===== src/hdl/iard_pkg.sv =====
package iard_pkg;

    localparam int RATE_REGS     = 4;
    localparam int ANALOG_FIELDS = 2;
    localparam int ADDR_W        = 5;
    localparam int DATA_W        = 32;
    localparam int LEVEL_W       = 16;
    localparam int STEP_W        = 19;
    localparam int ASUM_W        = 17;
    localparam int SUM_W         = 20;
    localparam int OUT_W         = 18;

    localparam logic signed [LEVEL_W-1:0] ONE_Q14     = 16'sd16384;
    localparam logic signed [LEVEL_W-1:0] RATE_RST_P  = 16'sd10240;
    localparam logic signed [LEVEL_W-1:0] RATE_RST_N  = -16'sd10240;
    localparam logic [14:0]               RETURN_RST  = 15'd10240;
    localparam logic [14:0]               DEADZ_RST   = 15'd16;

    typedef logic signed [LEVEL_W-1:0] t_level;
    typedef logic signed [15:0]        t_rate;
    typedef logic [STEP_W-1:0]         t_step;

    typedef enum logic [2:0] {
        REG_RATE_0      = 3'd0,
        REG_RATE_1      = 3'd1,
        REG_RATE_2      = 3'd2,
        REG_RATE_3      = 3'd3,
        REG_RETURN_RATE = 3'd4,
        REG_DEAD_ZONE   = 3'd5,
        REG_CLAMP_EN    = 3'd6
    } t_reg_idx;

    typedef struct packed {
        logic update;
        logic pressed;
    } t_lane_ctl;

endpackage


===== src/hdl/iard_merge.sv =====
module iard_merge #(
    parameter int NUM_BUTTONS = 4
) (
    input  logic                          i_clk,
    input  logic                          i_load,
    input  iard_pkg::t_level              i_levels [NUM_BUTTONS],
    input  logic signed [16:0]            i_analog_sum,
    input  logic                          i_clamp_en,
    output logic signed [17:0]            o_axis_value
);
    import iard_pkg::*;

    logic signed [SUM_W-1:0] w_sum;
    logic signed [OUT_W-1:0] n_axis;
    logic signed [OUT_W-1:0] r_axis;

    always_comb begin
        w_sum = SUM_W'(i_analog_sum);
        for (int i = 0; i < NUM_BUTTONS; i++) begin
            w_sum = w_sum + SUM_W'(i_levels[i]);
        end

        if (i_clamp_en) begin
            if (w_sum > SUM_W'(ONE_Q14)) begin
                n_axis = OUT_W'(ONE_Q14);
            end else if (w_sum < -SUM_W'(ONE_Q14)) begin
                n_axis = -OUT_W'(ONE_Q14);
            end else begin
                n_axis = w_sum[OUT_W-1:0];
            end
        end else begin
            if (w_sum > SUM_W'(18'sh1FFFF)) begin
                n_axis = 18'sh1FFFF;
            end else if (w_sum < -SUM_W'(20'sh20000)) begin
                n_axis = 18'sh20000;
            end else begin
                n_axis = w_sum[OUT_W-1:0];
            end
        end
    end

    always_ff @(posedge i_clk) begin
        if (i_load) begin
            r_axis <= n_axis;
        end
    end

    assign o_axis_value = r_axis;
endmodule


===== config.mk =====
export PLATFORM = sky130hd
export DESIGN_NAME = iard_merge
export DESIGN_NICKNAME = d
export VERILOG_FILES = /design/src/hdl/iard_pkg.sv /design/src/hdl/iard_merge.sv
export SDC_FILE = /design/constraint.sdc
export NUM_CORES = 1
export LEC_CHECK = 0
export BUFFER_PORTS_ARGS = -buffer_cell sky130_fd_sc_hd__buf_2
export CAP_MARGIN = 20
export CORE_UTILIZATION = 59
export CTS_BUF_LIST = sky130_fd_sc_hd__clkbuf_4
export CTS_CLUSTER_SIZE = 10
export DETAILED_ROUTE_END_ITERATION = 6
export HOLD_SLACK_MARGIN = 0.02
export PLACE_DENSITY_LB_ADDON = 0.12
export SYNTH_ARGS = -nofsm -noshare
export SYNTH_HDL_FRONTEND = slang
export SYNTH_SLANG_ARGS = --single-unit

===== constraint.sdc =====
create_clock -name i_clk -period 9.55 [get_ports i_clk]
set_input_delay 2.3875 -clock i_clk [delete_from_list [all_inputs] [get_ports i_clk]]
set_output_delay 2.3875 -clock i_clk [all_outputs]
set_load 0.005 [all_outputs]

==> impl_metrics.tcl <==
set metrics [dict create \
    ant_nets 0 \
    powerDensity_nw_per_um2 278 \
    critPathTopFamily "adder cells" \
    grt_max_degree 19 \
    path_class "input pin to flop" \
    cp_common_cell "fa_1" \
    gp_congestion 0.875 \
    maxSlewHeadroom 0.563 \
    clkTransAtPathRegs_ps 90 \
    die_w_um 80.2 \
    rsz0062_at_grt "no" \
    dp_hpwl_mm 5.62 \
    start_util 0.609 \
    ctsLongestPathBuffers 2 \
    io_pins 102 \
    cts_resized 0 \
    ir_worst_vdd_uv 173 \
    antennaDiodeCount 0 \
    grt_usage 0.215 \
    crit_arrival_ps 7300 \
    synth_warnings 0 \
    avgSynthCellArea_um2 8.54 \
    fillCellCount 487 \
    layout-drive-gt1-share 0.234 \
    die_h_um 80.2 \
    cpPeakStageDelay_ps 570 \
    drc_errors 0 \
    yosysTopAreaCellShare 0.278 \
    largest_reg_flops 18 \
    fin_nets 669 \
    setup_viol 0 \
    tightest_slew_ps 651 \
    cp_data_required_time_ps 9680 \
    cts_buffers 3 \
    holdPathStages 3 \
    cts_tree "built" \
    max_freq_mhz 139 \
    cap_violations 0 \
    fin_crit_ps 7170 \
    vias_per_cell 5.10 \
    ys_ff_latch 18 \
    synth.area.top_cells "fa_1 (28%), inv_1 (16%), edfxtp_1 (15%)" \
    cp-end-kind "flop" \
    path_buf_inv 4 \
    yosysSeqAreaShare 0.150 \
    route.vias.total 2999 \
    die_area_um2 6420 \
    postCtsSetupBuffers 0 \
    clock-root-buffer "clkbuf_4" \
    worstHoldPathType "input pin to flop" \
    p_leak_uw 0.00231 \
    synth-edff-count 18 \
    wl_mm 6.42 \
    syn_inst 422 \
    maxSlewViolCount 0 \
    cp-start-kind "input pin" \
    hold_violations 0 \
    wire_per_inst_um 10.9 \
    drtPass1Iterations 4 \
    syn_area_um2 3600 \
    overflow 0 \
    htree_levels 1 \
    most-common-layout-cells "inv_1 (156), buf_2 (101), fa_1 (50)" \
    grt_pass1_vias 2889 \
    ys.flop_type "edfxtp_1" \
    worstPathCellList "buf_2, inv_1, fa_1, fa_1, fa_1, inv_1, ha_1, inv_1, fa_1, and2b_4, o2111ai_4, a2111oi_4, nor4_1, nor3_1, a21boi_0, o32ai_4, a21boi_0" \
    io_buffers 101 \
    worstHoldStart "i_clamp_en" \
    antenna_found_initial 0 \
    placementRows 28 \
    holdWs_ps 2520 \
    synth_cell_types 57 \
    cts_hold_buf 0 \
    drtIter0Drc 81 \
    synthArstFlopShare 0 \
    tns_ps 0 \
    final_common_cell "inv_1" \
    yosysTopAreaCell "fa_1" \
    holdPathEnd "o_axis_value[15]" \
    critPathMaxFanout 14 \
    cp_slowest_cell "fa_1" \
    syn2layout_area_growth_pct 15.4 \
    final.period_utilization 0.751 \
    outcome "completed" \
    grt_pass1_wl_mm 11.2 \
    core_area_um2 5920 \
    syn_nets 576 \
    clock-sinks 18 \
]
## area by class of cell
class / instances / area [um2] / share of cell area
repair buffers: 102 / 513 / 0.123
well taps: 75 / 93.8 / 0.0226
multi-input cells: 233 / 2400 / 0.576
flip-flops and latches: 18 / 541 / 0.130
clock buffers: 3 / 22.5 / 0.00542
inverters: 157 / 592 / 0.142
## worst min-delay path, stage by stage
cell	delay [ps]
buf_2	170
nand2_1	80
o21ai_0	70
## metal layers
layer	global-route usage	vias up	wire length (um)
met1	0.251	1388	2800
met5	0	-	0
met2	0.414	98	3270
met3	0.0170	6	297
li1	-	1507	-
met4	0.0643	0	48
## power by group
group          leakage (uW)  internal, uW  total (uW)  switching (uW)
clock network     0.0000138          14.6        35.7            21.1
registers          0.000173           152         161            8.90
logic               0.00212           398         961             563
## worst max-delay path by stage
| stage | from | end | slack, ps | cells after the start |
|---|---|---|---|---|
| after floorplan | i_levels[1] | o_axis_value[10] | 2710 | 18 |
| after global placement | i_levels[1] | o_axis_value[12] | 2160 | 17 |
| after detailed placement | i_levels[1] | o_axis_value[8] | 1950 | 17 |
| after CTS | i_levels[1] | o_axis_value[8] | 2250 | 17 |
| after global routing | i_levels[1] | o_axis_value[9] | 2050 | 17 |
| final | i_levels[1] | o_axis_value[4] | 2380 | 17 |
## synth_stat cells (all sizes together), types with 6 or more instances
cell	count
inv	157
fa	50
ha	20
edfxtp	18
a21oi	16
nand2	15
o21a	15
o21ai	11
buf	9
a21o	8
nor2	8
a31oi	7
and4	6
nand3	6
or3	6
xor2	6
## cells by family after synthesis
group                    share of synthesized area
AO/OA/AOI/OAI                                0.188
flip-flops                                   0.150
adder cells (fa/ha/maj)                      0.347
AND/OR/NAND/NOR                              0.103
buffers and inverters                        0.185
XOR/XNOR                                    0.0267
## per-stage QoR
| step | power, uW | setup slack [ps] | area (um2) | utilization | cells |
|---|---|---|---|---|---|
| 2_1_floorplan | 917 | 2710 | 3600 | - | 422 |
| 4_1_cts | 1150 | 2250 | 4150 | 0.701 | 587 |
| 5_1_grt | 1290 | 2050 | 4160 | 0.702 | 588 |
| 6_report | 1160 | 2380 | 4160 | 0.702 | 588 |
| 3_3_place_gp | 1090 | 2160 | 4130 | 0.697 | 584 |
| 3_5_place_dp | 1110 | 1950 | 4130 | 0.697 | 584 |
No activity file was read; power rests on OpenSTA's default activity.
