<file path="config.mk">
export PLATFORM = sky130hd
export DESIGN_NAME = iard_lane
export DESIGN_NICKNAME = d
export VERILOG_FILES = /design/src/hdl/iard_pkg.sv /design/src/hdl/iard_lane.sv
export SDC_FILE = /design/constraint.sdc
export NUM_CORES = 1
export LEC_CHECK = 0
export BUFFER_PORTS_ARGS = -buffer_cell sky130_fd_sc_hd__buf_2
export CORE_ASPECT_RATIO = 0.7
export CORE_MARGIN = 3
export CORE_UTILIZATION = 44
export CTS_BUF_LIST = sky130_fd_sc_hd__clkbuf_4 sky130_fd_sc_hd__clkbuf_8 sky130_fd_sc_hd__clkbuf_16
export DETAILED_ROUTE_END_ITERATION = 16
export SKIP_LAST_GASP = 1
export SYNTH_ARGS = -nofsm -noshare
export SYNTH_HDL_FRONTEND = slang
export SYNTH_SLANG_ARGS = --single-unit
</file>
<file path="constraint.sdc">
create_clock -name i_clk -period 16.2 [get_ports i_clk]
set_input_delay 2.43 -clock i_clk [delete_from_list [all_inputs] [get_ports i_clk]]
set_output_delay 2.43 -clock i_clk [all_outputs]
set_load 0.05 [all_outputs]
</file>
<file path="src/hdl/iard_pkg.sv">
package iard_pkg;

    localparam int RATE_REGS     = 4;
    localparam int ANALOG_FIELDS = 2;
    localparam int ADDR_W        = 5;
    localparam int DATA_W        = 32;
    localparam int LEVEL_W       = 16;
    localparam int STEP_W        = 19;
    localparam int ASUM_W        = 17;
    localparam int SUM_W         = 20;
    localparam int OUT_W         = 18;

    localparam logic signed [LEVEL_W-1:0] ONE_Q14     = 16'sd16384;
    localparam logic signed [LEVEL_W-1:0] RATE_RST_P  = 16'sd10240;
    localparam logic signed [LEVEL_W-1:0] RATE_RST_N  = -16'sd10240;
    localparam logic [14:0]               RETURN_RST  = 15'd10240;
    localparam logic [14:0]               DEADZ_RST   = 15'd16;

    typedef logic signed [LEVEL_W-1:0] t_level;
    typedef logic signed [15:0]        t_rate;
    typedef logic [STEP_W-1:0]         t_step;

    typedef enum logic [2:0] {
        REG_RATE_0      = 3'd0,
        REG_RATE_1      = 3'd1,
        REG_RATE_2      = 3'd2,
        REG_RATE_3      = 3'd3,
        REG_RETURN_RATE = 3'd4,
        REG_DEAD_ZONE   = 3'd5,
        REG_CLAMP_EN    = 3'd6
    } t_reg_idx;

    typedef struct packed {
        logic update;
        logic pressed;
    } t_lane_ctl;

endpackage

</file>
<file path="src/hdl/iard_lane.sv">
module iard_lane (
    input  logic                i_clk,
    input  logic                i_rst_n,
    input  iard_pkg::t_lane_ctl i_ctl,
    input  iard_pkg::t_rate     i_rate,
    input  logic [15:0]         i_dt_step,
    input  iard_pkg::t_step     i_ret_step,
    input  logic [14:0]         i_dead_zone,
    output iard_pkg::t_level    o_level
);
    import iard_pkg::*;

    t_level              r_level;
    t_level              n_level;
    logic signed [16:0]  w_dt_s;
    logic signed [32:0]  w_prod;
    logic signed [32:0]  w_adj;
    logic signed [20:0]  w_delta;
    logic [15:0]         w_mag;
    logic signed [21:0]  w_next;
    t_level              w_clamped;
    logic [15:0]         w_mag2;

    assign w_dt_s  = $signed({1'b0, i_dt_step});
    assign w_prod  = i_rate * w_dt_s;
    // bias negative products so the shift truncates toward zero
    assign w_adj   = w_prod + (w_prod[32] ? 33'sd4095 : 33'sd0);
    assign w_delta = w_adj[32:12];
    assign w_mag   = r_level[LEVEL_W-1] ? 16'(-r_level) : 16'(r_level);

    always_comb begin
        if (i_ctl.pressed) begin
            w_next = 22'(r_level) + 22'(w_delta);
        end else if (r_level == '0) begin
            w_next = '0;
        end else if ({3'b0, w_mag} <= i_ret_step) begin
            w_next = '0;
        end else if (r_level[LEVEL_W-1]) begin
            w_next = 22'(r_level) + $signed({6'b0, i_ret_step[15:0]});
        end else begin
            w_next = 22'(r_level) - $signed({6'b0, i_ret_step[15:0]});
        end

        if (w_next > 22'(ONE_Q14)) begin
            w_clamped = ONE_Q14;
        end else if (w_next < -22'(ONE_Q14)) begin
            w_clamped = -ONE_Q14;
        end else begin
            w_clamped = w_next[LEVEL_W-1:0];
        end

        w_mag2 = w_clamped[LEVEL_W-1] ? 16'(-w_clamped) : 16'(w_clamped);
        if (w_mag2 != '0 && w_mag2 <= {1'b0, i_dead_zone}) begin
            n_level = '0;
        end else begin
            n_level = w_clamped;
        end
    end

    always_ff @(posedge i_clk) begin
        if (!i_rst_n) begin
            r_level <= '0;
        end else if (i_ctl.update) begin
            r_level <= n_level;
        end
    end

    assign o_level = r_level;
endmodule

</file>
==> results of run 1 <==
per-layer routing:
layer / part of all wire [%] / vias to the layer above / global-route usage, %
li1: - / 6545 / -
met1: 52 / 6596 / 38.9
met2: 41 / 366 / 33.2
met3: 6.6 / 28 / 2.76
met4: 0.77 / 0 / 1.97
met5: 0 / - / 0
layout make-up:
cell class	count	area, um^2	area share, %
Antenna cell	1	2.50	0.0149
Sequential cell	16	320	1.90
Clock buffer	4	88.8	0.528
Timing Repair Buffer	174	1160	6.90
Inverter	300	1130	6.71
Tap cell	435	544	3.23
Multi-Input combinational cell	1503	13600	80.7
worst max-delay path: cells and delay by family:
family	cells	cell delay (ns)
compound gates	26	4.84
xor+xnor	3	0.40
fa+ha+maj	11	4.48
buf+inv	9	1.07
simple gates	12	2.56
per-stage QoR:
stage / hold slack, ns / setup slack (ns) / std cells / utilization [%]
global route: 0.709 / -0.0692 / 2432 / 50.0
floorplan: 0.744 / 0.00789 / 1875 / -
CTS: 0.691 / 0.0148 / 2425 / 49.0
global placement: 0.694 / -0.502 / 2421 / 48.7
finish: 0.694 / 0.532 / 2433 / 50.0
detailed placement: 0.685 / -0.596 / 2421 / 48.7
worst paths after layout:
check	endpoint	startpoint	depth (start not counted)	slack, ns
worst min register to register	o_level[10]	o_level[10]	2	0.69
worst min-delay path	o_level[10]	o_level[10]	2	0.69
worst max register to register	o_level[13]	o_level[2]	34	7.96
worst max-delay path	o_level[13]	i_dt_step[5]	61	0.53
cell families (layout without fill, tap and decap cells):
kind of cell / Yosys count / count (layout) / synth area share, %
AOI/OAI and AO/OA: 375 / 375 / 18.2
xor gates and xnor gates: 95 / 95 / 5.52
adders and majority gates: 397 / 397 / 42.7
buffers and inverters: 356 / 478 / 9.36
DFF: 16 / 16 / 2.12
muxes: 5 / 5 / 0.357
other: 0 / 1 / 0
and+or+nand+nor: 631 / 631 / 21.8
repair_timing:
action	in CTS	in global routing
buffers inserted	0	6
gates resized for setup	4	58
endpoints found under the setup margin	16	16
gates cloned	0	1
pin swaps	1	26
cell usage after synthesis, types with 23 or more instances:
master	number	area share, %
a21o_1	41	2.0
a21oi_1	82	2.7
and2_1	136	5.6
clkbuf_1	41	1.0
fa_1	196	26
ha_1	201	17
inv_1	299	7.4
nand2_1	211	5.3
nand3_1	31	1.0
nor2_1	87	2.2
nor3_1	26	0.86
o21ai_0	52	1.7
xnor2_1	72	4.2
xor2_1	23	1.3
==> out/qor.csv, run 1 <==
metric;value;unit
cts.reportedPaths.clkPinSlew;0.05;ns
drcViolationCount;0;
cts_tree;built;
num-nets-final;2465;
cp_slowest_stage_delay;0.57;ns
holdBufCountCts;0;
hold_viol;0;
outcome;complete, no violations;
dp_hpwl;37200;um
final_cell_mix;inv_1, nand2_1, ha_1;
synth_area_per_cell;8.05;um^2
viasPerCell;5.56;
die_area;36600;um^2
drv_cap;0;
grt_pass1_wl;69100;um
synth_ff_type;dfxtp_1;
drive_above_1_share;14.2;%
synthArstFlopShare;0;%
setup_viol;0;
grt_usage;23.4;%
clock-sinks;16;
largest_register_ffs;16;
place_area;16400;um^2
grt_max_degree;41;
cp-end-kind;register;
synth-edff-count;0;
core-area;33600;um^2
synthesis.nets;2342;
final_area;16800;um^2
layout_commonest_cell;inv_1;
gp_congestion;0.948;
path_class;in -> reg;
dr.pass1.iters;5;
num_vias;13500;
crit_arrival;15.78;ns
drtIter0Drc;1147;
min_period;15.67;ns
ys_ff_latch;16;
fp.dieW;227;um
maxSlewHeadroom;35.2;%
boundaryPins;86;
ys_types;111;
syn-cell-area;15100;um^2
fmax;0.0638;GHz
crit_slowest_cell;fa_1;
hold_class;reg -> reg;
cp_common_cell;fa_1;
cp_data_required_time;16.31;ns
die_h;161;um
postRouteAntennaNets;0;
fin_crit_sh;96.7;%
wl_per_cell;17.6;um
fin_tns_setup;0;ns
finClkSkew;0.00242;ns
grt_pass1_vias;12800;
cp_max_fo;8;
clock_path_buffers;2;
worstSkewPairLatency;0.24;ns
clock-root-buffer;clkbuf_16;
cts_buffers;3;
n_fill_cell;3309;
grt_antenna_before_repair;0;
worstSetupStartpointType;input port;
syn_to_final_growth;11.6;%
yosysWarnings;0;
htreeDepth;1;
grt_overflow_total;0;
start_util;44.9;%
io_buffers;85;
worst_pin_slew;0.966;ns
routed_wl;42900;um
core.rowCount;56;
seq_area_frac_synth;2.12;%
netlist_instances;1875;
final_max_slew_viol_count;0;
Power of run 1 is not shown: default switching activity piles up to over one toggle a cycle in this logic, so the estimate is an artifact.
==> inputs of run 2 (changes only) <==
CORE_MARGIN = default   (was 3)
HOLD_SLACK_MARGIN = 0.06   (was default)
==> run 2 against run 1 <==
- hold slack worse by 0.017 ns
- register-to-register slack worse by 0.19 ns
- count of clock-buffer cells in the layout stayed put
- die area decreased by 4.2%
- cell area hardly changed
- non-clock buffer count unchanged
- setup slack improved by 0.0029 ns
- wire length fell by 0.42%
- fmax about the same
==> out/qor.csv, run 2 (synthesis results as in run 1) <==
metric;value;unit;change
worstSkewPairLatency;0.25;ns;about the same
cts.reportedPaths.clkPinSlew;0.05;ns;about the same
outcome;complete, no violations;;
cp_max_fo;8;;unchanged
worstPathBufferInverterCount;9;;unchanged
dr.pass1.iters;5;;unchanged
start_util;44.9;%;unchanged
layout_commonest_cell;inv_1;;
maxSlewHeadroom;39.8;%;+4.7 points
fin_tns_setup;0;ns;unchanged
hold_class;reg -> reg;;
crit_family;compound AO/OA/AOI/OAI gates;;
place_area;16300;um^2;-0.37%
cp_data_required_time;16.31;ns;about the same
routed_wl;42700;um;-0.42%
grt_overflow_total;0;;unchanged
core.rowCount;56;;unchanged
syn_to_final_growth;11.7;%;about the same
cp-end-kind;register;;
viasPerCell;5.61;;+0.85%
cts_tree;built;;
num-nets-final;2465;;unchanged
postRouteAntennaNets;0;;unchanged
place_ws;-0.438;ns;+0.158 ns
crit_slowest_cell;fa_1;;
min_period;15.67;ns;-0.00294 ns
largest_register_ffs;16;;unchanged
boundaryPins;86;;unchanged
finClkSkew;0.00163;ns;-0.000795 ns
core-area;33600;um^2;unchanged
gp_congestion;0.942;;-0.69%
final_cell_mix;inv_1, nand2_1, fa_1, ha_1, and2_1;;
fp.dieW;223;um;-1.8%
drcViolationCount;0;;unchanged
die_h;157;um;-2.5%
htreeDepth;1;;unchanged
clock-sinks;16;;unchanged
fin_crit_sh;96.7;%;about the same
wl_per_cell;17.6;um;-0.42%
fmax;0.0638;GHz;about the same
grt_antenna_before_repair;0;;unchanged
n_fill_cell;3347;;+1.1%
io_buffers;85;;unchanged
clock_path_buffers;2;;unchanged
cp_common_cell;fa_1;;
drtIter0Drc;1043;;-9.1%
clock-root-buffer;clkbuf_16;;
hold_viol;0;;unchanged
final_max_slew_viol_count;0;;unchanged
grt_pass1_wl;68400;um;-0.95%
post-route-worst-setup-slack;0.534;ns;+0.00294 ns
final_area;16800;um^2;about the same
grt_pass1_vias;12900;;+0.69%
path_class;in -> reg;;
crit_arrival;15.78;ns;about the same
grt_max_degree;41;;unchanged
drive_above_1_share;14.3;%;+0.10 points
drv_cap;0;;unchanged
worstSetupStartpointType;input port;;
cp_slowest_stage_delay;0.55;ns;-0.02 ns
dp_hpwl;37000;um;-0.50%
num_vias;13700;;+0.85%
die_area;35000;um^2;-4.2%
grt_usage;24.3;%;+0.87 points
setup_viol;0;;unchanged
cts_buffers;3;;unchanged
worst_pin_slew;0.901;ns;-0.0647 ns
run 2: path summary, 6_finish.rpt:
check	to	slack [ns]	startpoint	cells after the start
worst min register to register	o_level[3]	0.68	o_level[3]	2
worst max register to register	o_level[6]	7.77	o_level[15]	34
worst min-delay path	o_level[3]	0.68	o_level[3]	2
worst max-delay path	o_level[6]	0.53	i_dt_step[5]	61
run 2: area by class of cell:
cell class / count / area (um^2) / share of cell area, %
multi-input cells: 1503 / 13600 / 80.9
repair buffers: 174 / 1130 / 6.74
inverters: 300 / 1130 / 6.69
well taps: 435 / 544 / 3.23
flip-flops and latches: 16 / 320 / 1.90
clock buffers: 4 / 88.8 / 0.527
diodes: 1 / 2.50 / 0.0149
run 2: per-layer routing:
layer	vias up	wire length, um	GRT usage, %
met5	-	0	0
met4	0	327	1.92
met3	24	3120	3.55
met2	401	17300	34.4
met1	6679	22000	39.3
li1	6546	-	-
run 2: what timing repair did:
item,CTS,global route
hold buffers,0,0
endpoints found under the setup margin,12,16
cloned,0,1
buffers inserted,0,14
pin swaps,1,28
gates resized for setup,1,62
run 2: worst min-delay path, cell delays in order (launching register included):
cell and delay, ns:
dfxtp_1 0.43, nand2_1 0.13, o31ai_2 0.06
run 2: through the flow:
| stage | hold WS (ns) | utilization [%] | instances |
|---|---|---|---|
| detailed placement | 0.658 | 48.5 | 2413 |
| floorplan | 0.744 | - | 1875 |
| global placement | 0.657 | 48.5 | 2413 |
| global route | 0.667 | 50.1 | 2432 |
| finish | 0.677 | 50.1 | 2433 |
| CTS | 0.664 | 48.8 | 2417 |
Power of run 2 is left out for the same reason.
